===== config.mk =====
export PLATFORM = sky130hd
export DESIGN_NAME = calendar_date_counter_top
export DESIGN_NICKNAME = d
export VERILOG_FILES = /design/src/rtl/calcnt_pkg.sv /design/src/rtl/calendar_date_counter_top.sv
export SDC_FILE = /design/constraint.sdc
export NUM_CORES = 1
export LEC_CHECK = 0
export ABC_AREA = 1
export BUFFER_PORTS_ARGS = -buffer_cell sky130_fd_sc_hd__buf_4
export CORE_MARGIN = 2
export CORE_UTILIZATION = 60
export DETAILED_ROUTE_END_ITERATION = 12
export GPL_TIMING_DRIVEN = 0
export PLACE_DENSITY = 0.78
export SYNTH_ARGS = -nofsm -noshare
export SYNTH_HDL_FRONTEND = slang
export SYNTH_SLANG_ARGS = --single-unit

===== constraint.sdc =====
create_clock -name clk -period 10.7 [get_ports clk]
set_input_delay 0 -clock clk [delete_from_list [all_inputs] [get_ports clk]]
set_output_delay 0 -clock clk [all_outputs]
set_load 0.02 [all_outputs]

===== src/rtl/calcnt_pkg.sv =====
// ----------------------------------------------------------------------------
// calcnt_pkg
// Types, codes and calendar helpers for the calendar date counter.
// ----------------------------------------------------------------------------
package calcnt_pkg;

  localparam int unsigned YearW  = 14;
  localparam int unsigned MonthW = 4;
  localparam int unsigned DayW   = 5;

  localparam logic [YearW-1:0]  YEAR_MIN  = YearW'(1970);
  localparam logic [YearW-1:0]  YEAR_MAX  = YearW'(9999);
  localparam logic [MonthW-1:0] MONTH_DEC = MonthW'(12);

  typedef enum logic [0:0] {
    OP_SET     = 1'b0,
    OP_ADVANCE = 1'b1
  } op_t;

  typedef enum logic [1:0] {
    STATUS_OK      = 2'd0,
    STATUS_INVALID = 2'd1,
    STATUS_WRAP    = 2'd2
  } status_t;

  typedef struct packed {
    op_t               operation;
    logic [YearW-1:0]  new_year;
    logic [MonthW-1:0] new_month;
    logic [DayW-1:0]   new_day;
  } cal_in_t;

  typedef struct packed {
    logic [YearW-1:0]  year_now;
    logic [MonthW-1:0] month_now;
    logic [DayW-1:0]   day_now;
    status_t           status;
  } cal_out_t;

  localparam logic [DayW-1:0] MONTH_LEN [12] = '{
    DayW'(31), DayW'(28), DayW'(31), DayW'(30), DayW'(31), DayW'(30),
    DayW'(31), DayW'(31), DayW'(30), DayW'(31), DayW'(30), DayW'(31)
  };

  // Gregorian leap rule. year / 100 by reciprocal: exact below 43699.
  function automatic logic is_leap(input logic [YearW-1:0] year);
    logic [26:0] prod;
    logic [7:0]  cent;
    logic [14:0] back;
    logic        div100;
    prod   = 27'(year) * 27'(5243);
    cent   = prod[26:19];
    back   = 15'(cent) * 15'(100);
    div100 = (back == {1'b0, year});
    return (year[1:0] == 2'b00) && (!div100 || (cent[1:0] == 2'b00));
  endfunction

  // Month length; a month outside 1 to 12 counts as 31 days.
  function automatic logic [DayW-1:0] days_in(input logic [YearW-1:0] year,
                                              input logic [MonthW-1:0] month);
    logic [DayW-1:0] len;
    if (month == '0 || month > MONTH_DEC) begin
      len = DayW'(31);
    end else if (month == MonthW'(2) && is_leap(year)) begin
      len = DayW'(29);
    end else begin
      len = MONTH_LEN[month - MonthW'(1)];
    end
    return len;
  endfunction

endpackage


===== src/rtl/calendar_date_counter_top.sv =====
// ----------------------------------------------------------------------------
// calendar_date_counter_top
// Gregorian date register with checked load and one-day advance.
// ----------------------------------------------------------------------------
//  channel | direction | payload   | handshake
//  --------+-----------+-----------+------------------------
//  in      | input     | cal_in_t  | in_valid / in_stall
//  out     | output    | cal_out_t | out_valid / out_stall
//
// One transaction per cycle while in_stall is low; each result is registered before it shows.
// The date update and the leap check sit in one stage ahead of the result register.
// A two-entry output queue (result register plus skid entry) keeps the input
// open while one result waits; in_stall rises only when both entries are full.
// Synchronous reset loads 1970-01-01 and empties the queue.
// ----------------------------------------------------------------------------
module calendar_date_counter_top (
  input  logic                clk,
  input  logic                rst,
  input  logic                in_valid,
  output logic                in_stall,
  input  calcnt_pkg::cal_in_t in_data,
  output logic                out_valid,
  input  logic                out_stall,
  output calcnt_pkg::cal_out_t out_data
);

  logic [calcnt_pkg::YearW-1:0]  current_year;
  logic [calcnt_pkg::MonthW-1:0] current_month;
  logic [calcnt_pkg::DayW-1:0]   current_day;

  logic [calcnt_pkg::YearW-1:0]  current_year_next;
  logic [calcnt_pkg::MonthW-1:0] current_month_next;
  logic [calcnt_pkg::DayW-1:0]   current_day_next;

  calcnt_pkg::cal_out_t result;
  calcnt_pkg::cal_out_t out_reg, out_reg_next;
  calcnt_pkg::cal_out_t skid, skid_next;
  logic                 out_full, out_full_next;
  logic                 skid_full, skid_full_next;

  logic push;
  logic pop;

  // set path
  logic [calcnt_pkg::DayW-1:0] set_len;
  logic                        set_bad;

  // advance path
  logic [calcnt_pkg::DayW-1:0]   cur_len;
  logic [calcnt_pkg::DayW:0]     adv_day;
  logic [calcnt_pkg::MonthW:0]   adv_month;
  logic [calcnt_pkg::YearW:0]    adv_year;

  assign in_stall  = skid_full;
  assign out_valid = out_full;
  assign out_data  = out_reg;
  assign push      = in_valid && !in_stall;
  assign pop       = out_full && !out_stall;

  assign set_len = calcnt_pkg::days_in(in_data.new_year, in_data.new_month);
  assign set_bad = (in_data.new_year < calcnt_pkg::YEAR_MIN) ||
                   (in_data.new_year > calcnt_pkg::YEAR_MAX) ||
                   (in_data.new_month == '0) ||
                   (in_data.new_month > calcnt_pkg::MONTH_DEC) ||
                   (in_data.new_day == '0) ||
                   (in_data.new_day > set_len);

  assign cur_len = calcnt_pkg::days_in(current_year, current_month);

  always_comb begin
    adv_day   = {1'b0, current_day} + (calcnt_pkg::DayW+1)'(1);
    adv_month = {1'b0, current_month};
    adv_year  = {1'b0, current_year};
    result.status = calcnt_pkg::STATUS_OK;

    if (in_data.operation == calcnt_pkg::OP_SET) begin
      if (set_bad) begin
        current_year_next  = calcnt_pkg::YEAR_MIN;
        current_month_next = calcnt_pkg::MonthW'(1);
        current_day_next   = calcnt_pkg::DayW'(1);
        result.status      = calcnt_pkg::STATUS_INVALID;
      end else begin
        current_year_next  = in_data.new_year;
        current_month_next = in_data.new_month;
        current_day_next   = in_data.new_day;
      end
    end else begin
      // carry day into month, month into year; wrap past 9999 to 1970-01-01
      if (adv_day > {1'b0, cur_len}) begin
        adv_day   = (calcnt_pkg::DayW+1)'(1);
        adv_month = adv_month + (calcnt_pkg::MonthW+1)'(1);
      end
      if (adv_month > {1'b0, calcnt_pkg::MONTH_DEC}) begin
        adv_month = (calcnt_pkg::MonthW+1)'(1);
        adv_day   = (calcnt_pkg::DayW+1)'(1);
        adv_year  = adv_year + (calcnt_pkg::YearW+1)'(1);
      end
      if (adv_year > {1'b0, calcnt_pkg::YEAR_MAX}) begin
        adv_year      = {1'b0, calcnt_pkg::YEAR_MIN};
        adv_month     = (calcnt_pkg::MonthW+1)'(1);
        adv_day       = (calcnt_pkg::DayW+1)'(1);
        result.status = calcnt_pkg::STATUS_WRAP;
      end
      current_year_next  = adv_year[calcnt_pkg::YearW-1:0];
      current_month_next = adv_month[calcnt_pkg::MonthW-1:0];
      current_day_next   = adv_day[calcnt_pkg::DayW-1:0];
    end

    result.year_now  = current_year_next;
    result.month_now = current_month_next;
    result.day_now   = current_day_next;
  end

  // two-entry output queue
  always_comb begin
    out_reg_next   = out_reg;
    out_full_next  = out_full;
    skid_next      = skid;
    skid_full_next = skid_full;

    if (pop) begin
      if (skid_full) begin
        out_reg_next   = skid;
        skid_full_next = 1'b0;
      end else begin
        out_full_next = 1'b0;
      end
    end

    if (push) begin
      if (!out_full_next) begin
        out_reg_next  = result;
        out_full_next = 1'b1;
      end else begin
        skid_next      = result;
        skid_full_next = 1'b1;
      end
    end
  end

  always_ff @(posedge clk) begin
    if (rst) begin
      current_year  <= calcnt_pkg::YEAR_MIN;
      current_month <= calcnt_pkg::MonthW'(1);
      current_day   <= calcnt_pkg::DayW'(1);
      out_full      <= 1'b0;
      skid_full     <= 1'b0;
    end else begin
      if (push) begin
        current_year  <= current_year_next;
        current_month <= current_month_next;
        current_day   <= current_day_next;
      end
      out_full  <= out_full_next;
      skid_full <= skid_full_next;
    end
  end

  // payload needs no reset
  always_ff @(posedge clk) begin
    out_reg <= out_reg_next;
    skid    <= skid_next;
  end

endmodule


# ---- Yosys cells after proc, flatten, opt, wreduce, memory -nomap -nowiden
# Memories as Yosys holds them, arrays and structs flattened.
# Index checks and enable logic that the tools add are counted.
dict set report word_totals {
  elab_cells 104
  register_bits 75
  n_memories 2
  out_inout_bits 27
  rom_bits 160
  input_bits 28
}
dict set report op_classes {
  bitwise 2
  muxes 37
  add_sub_neg 5
  eq_ne 4
  multipliers 4
  reduce_logical 27
  order_cmp 10
}
# memory depth word_bits read_ports rd_ports_with_merged_regs wr line_no
set memory_table {}
lappend memory_table {{(no name shown)} 16 5 1 0 0 calcnt_pkg.sv:67} ;# len = MONTH_LEN[month - MonthW'(1)];
lappend memory_table {{(no name shown)} 16 5 1 0 0 calcnt_pkg.sv:67}
# cell count
set op_table {}
lappend op_table {{2-to-1 mux 25 bit} 4}
lappend op_table {{2-to-1 mux 5 bit} 15}
lappend op_table {{multiplier 14 x 13 -> 27 bit, second input constant} 2}
lappend op_table {{2-to-1 mux 14 bit} 3}
lappend op_table {{equality test 15 x 14 -> 1 bit} 2}
lappend op_table {{2-to-1 mux 15 bit} 2}
lappend op_table {{multiplier 8 x 5 -> 13 bit, second input constant} 2}
lappend op_table {{2-to-1 mux 4 bit} 4}
lappend op_table {{adder 14 x 1 -> 15 bit, second input constant} 1}
lappend op_table {{> comparator 15 x 14 -> 1 bit, second input constant} 1}
lappend op_table {{> comparator 14 bit, second input constant} 1}
lappend op_table {{less-than comparator 14 x 11 -> 1 bit, second input constant} 1}
lappend op_table {{greater-or-equal comparator 5 bit, second input constant} 2}
lappend op_table {{inverter 4 -> 5 bit} 2}
lappend op_table {{logical OR 1 bit} 9}
lappend op_table {{equality test 4 x 2 -> 1 bit, second input constant} 2}
lappend op_table {{> comparator 4 bit, second input constant} 2}
lappend op_table {{logical NOT 2 bit} 4}
lappend op_table {{logical NOT 4 bit} 2}
lappend op_table {{subtractor 4 x 1 -> 4 bit, second input constant} 2}
lappend op_table {{2-to-1 mux 1 bit} 7}
lappend op_table {{adder 5 x 1 -> 6 bit, second input constant} 1}
lappend op_table {{> comparator 6 x 5 -> 1 bit} 1}
lappend op_table {{logical AND 1 bit} 6}
lappend op_table {{other kinds (7)} 11}

# ---- Logic depth before layout (Yosys ltp)
dict set report logic_depth {
  depth_word 20
  ltp_mapped 65
}

# ---- Least setup slack after synthesis
# No wires, ideal clock.
dict set report synth_timing {
  path_type {register -> register}
  start {register current_year[11] (netlist bit)}
  end {register skid[12] (netlist bit), data pin}
  path_slack_ps 1306
  path_stages_with_launch 57
  arrival_ps 9128
  period_less_slack_ps 9394
  n_path_buf 2
  cell_sequence {dfxtp_1 -> fa_1 -> ha_1 -> inv_1 -> fa_1 -> inv_1 -> fa_1 -> inv_1 -> fa_1 -> inv_1 -> ha_1 -> a21oi_1 -> o21ai_0 -> a21oi_1 -> nand2_1 -> a21oi_1 -> o21ai_0 -> xor2_1 -> [21 not listed] -> a21oi_1 -> nand3_2 -> o21bai_4 -> nand2_1 -> nand2_1 -> nand2_2 -> nand2_4 -> nand2_4 -> buf_8 -> nand2_1 -> o21ai_2 -> nor2_1 -> nand2_1 -> nand3_4 -> nand2_2 -> nand2_2 -> buf_8 -> nand2_4}
}
dict set report synth_via {
  elab_chain_len 18
}
# item line_no
set synth_lines {}
lappend synth_lines {{start, declared} calendar_date_counter_top.sv:27} ;# logic [calcnt_pkg::YearW-1:0] current_year;
lappend synth_lines {{start signal, assigned} calendar_date_counter_top.sv:143} ;# current_year <= calcnt_pkg::YEAR_MIN;
lappend synth_lines {{start signal, assigned} calendar_date_counter_top.sv:150} ;# current_year <= current_year_next;
lappend synth_lines {{multiplier 14 x 13 -> 27 bit} calcnt_pkg.sv:51} ;# prod = 27'(year) * 27'(5243);
lappend synth_lines {{multiplier 8 x 5 -> 13 bit} calcnt_pkg.sv:53} ;# back = 15'(cent) * 15'(100);
lappend synth_lines {{equality test 15 x 14 -> 1 bit} calcnt_pkg.sv:54} ;# div100 = (back == {1'b0, year});
lappend synth_lines {{logical NOT 1 bit} calcnt_pkg.sv:55} ;# return (year[1:0] == 2'b00) && (!div100 || (cent[1:0] == 2'b00));
lappend synth_lines {{logical OR 1 bit} calcnt_pkg.sv:55}
lappend synth_lines {{logical AND 1 bit} calcnt_pkg.sv:55}
lappend synth_lines {{logical AND 1 bit} calcnt_pkg.sv:64} ;# end else if (month == MonthW'(2) && is_leap(year)) begin
lappend synth_lines {{2-to-1 mux 5 bit} calcnt_pkg.sv:64}
lappend synth_lines {{[3 not listed]} n/a}
lappend synth_lines {{2-to-1 mux 5 bit} calendar_date_counter_top.sv:76} ;# if (in_data.operation == calcnt_pkg::OP_SET) begin
lappend synth_lines {{> comparator 5 x 4 -> 1 bit} calendar_date_counter_top.sv:93} ;# if (adv_month > {1'b0, calcnt_pkg::MONTH_DEC}) begin
lappend synth_lines {{2-to-1 mux 15 bit (*)} calendar_date_counter_top.sv:93}
lappend synth_lines {{2-to-1 mux 15 bit (*)} calendar_date_counter_top.sv:76}
lappend synth_lines {{> comparator 15 x 14 -> 1 bit} calendar_date_counter_top.sv:98} ;# if (adv_year > {1'b0, calcnt_pkg::YEAR_MAX}) begin
lappend synth_lines {{2-to-1 mux 14 bit (*)} calendar_date_counter_top.sv:98}
lappend synth_lines {{2-to-1 mux 14 bit (*)} calendar_date_counter_top.sv:76}
lappend synth_lines {{named net current_year_next, one bit} calendar_date_counter_top.sv:31} ;# logic [calcnt_pkg::YearW-1:0] current_year_next;
lappend synth_lines {{end signal, assigned} calendar_date_counter_top.sv:162} ;# skid <= skid_next;
lappend synth_lines {{end, declared} calendar_date_counter_top.sv:37} ;# calcnt_pkg::cal_out_t skid, skid_next;
# The timed path passes the listed nets; every way through them passes the cells marked *. The select of a mux whose other input is x is not followed.
# A chain may end at the register's enable or synchronous reset.

# ---- Final worst setup path
dict set report layout_timing {
  start {register current_year[10] (netlist bit)}
  end {register skid[19] (netlist bit), data pin}
}
# Same word-level chain as after synthesis.

==> flow_summary.yaml <==
outcome:
  status: "complete, no violations"
floorplan:
  ioPinCount: 55
  die_x_um: 151
  start_util: 0.616
  floorplan.die_area_sq_um: 22900
  num_rows: 53
  floorplan.die.height_um: 151
  floorplan.core_area_sq_um: 21200
worst_setup_path:
  timing.critical_path.slowest_stage_cell: "sky130_fd_sc_hd__dfxtp_2"
  critPathLaunchType: "register"
  ff2ff_path_depth: 54
  cpLargestDelayFamily: "adder cells"
  critPathMostFrequentCell: "sky130_fd_sc_hd__nand2_1"
  crit_cells: 54
  critical_path.max_stage_delay_ns: 0.55
  crit_path_end_kind: "register"
  timing.critical_path.fanout_max: 11
  cp_data_required_time_ns: 10.77
  arrival_ns: 10.27
  timing.critical_path.buf_inv: 8
  crit_type: "reg2reg"
yosys:
  syn-cell-area_sq_um: 13000
  synth_flop_cell: "sky130_fd_sc_hd__dfxtp_1"
  synth_cells: 1568
  synth_area_in_compound_gates: 0.0799
  synth_edf_count: 25
  post_synth_main_area_contributors: "sky130_fd_sc_hd__ha_1 (27%), sky130_fd_sc_hd__fa_1 (20%), sky130_fd_sc_hd__inv_1 (9.8%), sky130_fd_sc_hd__nand2_1 (8.0%), sky130_fd_sc_hd__dfxtp_1 (7.7%)"
  post-synth-top-area-fraction: 0.272
  synth_area_per_cell_sq_um: 8.31
  mappedNetlistNets: 2011
  synth_fa_ha_area_frac: 0.474
  post_synth_mux_area_share: 0
  xor_xnor_share_of_the_synthesized_area: 0.0383
  asyncSetResetFlopFracSynth: 0
  synth_seq_cells: 75
  netlist.top_cell.by_area: "sky130_fd_sc_hd__ha_1"
  synth_seq_area_share: 0.134
  yosys_warnings: 0
  dominant_combinational_cell_family_by_area_after_synthesis: "adder cells"
  synthDistinctLibCells: 49
  post_synth_and_or_nand_nor_area_fraction: 0.163
layout:
  drive_gt1_frac: 0.0870
  layout-area-overhead-vs-synth_pct: 8.84
  most-common-layout-cells: "sky130_fd_sc_hd__inv_1 (340), sky130_fd_sc_hd__ha_1 (283), sky130_fd_sc_hd__nand2_1 (276)"
  fin_cells: 1918
  diodes: 0
  postLayoutCoreUtil: 0.671
  layout_commonest_cell: "sky130_fd_sc_hd__inv_1"
  final_area_sq_um: 14200
  num-nets-final: 2081
clock_network:
  clk_root_buffer_cell: "sky130_fd_sc_hd__clkbuf_16"
  cts_bufs_inserted: 9
  cts_tree: "built"
  clk_latency_ns: 0.33
  cts-htree-levels: 3
  clk_path_buf_depth: 2
  number_of_clock_sinks: 75
  clkTransAtPathRegs_ns: 0.06
route:
  detail-route-antenna-nets: 0
  dr_total_vias: 10400
  first_iter_violations: 615
  drt_pass1_iterations: 7
  post_drt_via_cell_ratio: 5.41
  drc: 0
  drt_wl_cell_um: 15.3
  drt-total-wl_mm: 29.3
placed_design:
  post-place-ws_ns: -0.190
  place_congestion: 0.929
  placed_cell_area_sq_um: 13800
  post-place-cells: 1896
  dp_hpwl_mm: 24.7
  port_buf_inserts: 53
sta:
  period_minus_slack_ns: 10.21
  report.final.slew_viol_count: 0
  worst_slew_pin_slew_ns: 0.949
  final.period_utilization: 0.954
  relSlewSlack: 0.367
  report.final.hold_viol_count: 0
  report.final.setup_viol: 0
  clock_skew_ns: 0.00842
  fmax_mhz: 98.0
  postLayoutSetupSlackWorst_ns: 0.493
global_routing:
  grt_first_pass_wirelength_mm: 48.9
  gr-total-overflow: 0
  grt_start_max_net_pins: 26
  global_route.usage.total: 0.268
  antenna_violations_before_repair: 0
  grt_pass1_vias: 10600
worst_hold_path:
  worstHoldPathCells: 5
  hp-class: "in2reg"
flow_run:
  drv.max_cap_violation_count: 0
## worst paths after layout
kind | from | slack (ns) | to
min reg2reg | skid[3]$_DFFE_PP_ | 0.50 | out_data[3]$_DFF_P_
min | in_data[4] | 0.02 | current_day[4]$_SDFFE_PP0P_
max reg2reg | current_year[10]$_SDFFE_PP1P_ | 0.49 | skid[19]$_DFFE_PP_
max | current_year[10]$_SDFFE_PP1P_ | 0.49 | skid[19]$_DFFE_PP_
## kinds of logic after synthesis
logic type / Yosys count
simple gates: 474
xor+xnor: 57
compound gates: 178
fa+ha+maj: 415
flops: 75
buf+inv: 369
## synth_stat cells, drive strengths merged, types with 2 or more instances
cell      n
a211oi    3
a21oi    86
a31oi     3
buf      10
clkbuf   14
clkinv    3
dfxtp    50
edfxtp   25
fa      132
ha      283
inv     342
nand2   298
nand3    67
nand3b    4
nand4    13
nor2     69
nor3     13
nor4      3
o211ai   31
o21a      2
o21ai    35
o21bai    2
o22ai     8
o31ai     4
or2       5
xnor2    16
xor2     41
## registers in the layout, indices dropped and copies added (netlist names)
| register | cells |
|---|---|
| out_data | 25 |
| skid | 25 |
| current_year | 14 |
| current_day | 5 |
| current_month | 4 |
| in_stall | 1 |
| out_valid | 1 |
## layout make-up
class,instances,area [sq um]
plain buffers,24,133
flip-flops and latches,75,1790
multi-input cells,1124,9890
fillers,1776,6970
clock inverters,7,67.6
clock buffers,9,225
repair buffers,59,445
inverters,345,1300
well taps,275,344
## routing by layer
| metal | track usage | routed length [um] |
|---|---|---|
| met1 | 0.352 | 13000 |
| met2 | 0.466 | 14200 |
| met3 | 0.0319 | 1420 |
| met4 | 0.0734 | 703 |
| met5 | 0 | 0 |
## per-stage QoR
step	TNS (ns)	hold slack (ns)
floorplan	0	0.189
global placement	-2.66	0.293
detailed placement	-7.18	0.307
CTS	0	0.0131
global route	-3.18	0.0368
finish	0	0.0160
## tightest hold or removal path: stages
cell and delay (ns):
sky130_fd_sc_hd__buf_4 0.09, sky130_fd_sc_hd__nand2_1 0.06, sky130_fd_sc_hd__nand3_1 0.08, sky130_fd_sc_hd__nand2_1 0.04
sky130_fd_sc_hd__inv_1 0.04
## timing repair
action / in CTS / in global routing
pin swaps: 0 / 1
resized for setup: 12 / 20
buffers inserted: 0 / 5
hold endpoints to repair: 1 / 0
setup endpoints to repair: 70 / 71
cloned: 0 / 0
hold buffers: 1 / 0
Power is not shown: default switching activity piles up to over one toggle a cycle in this logic, so the estimate is an artifact.
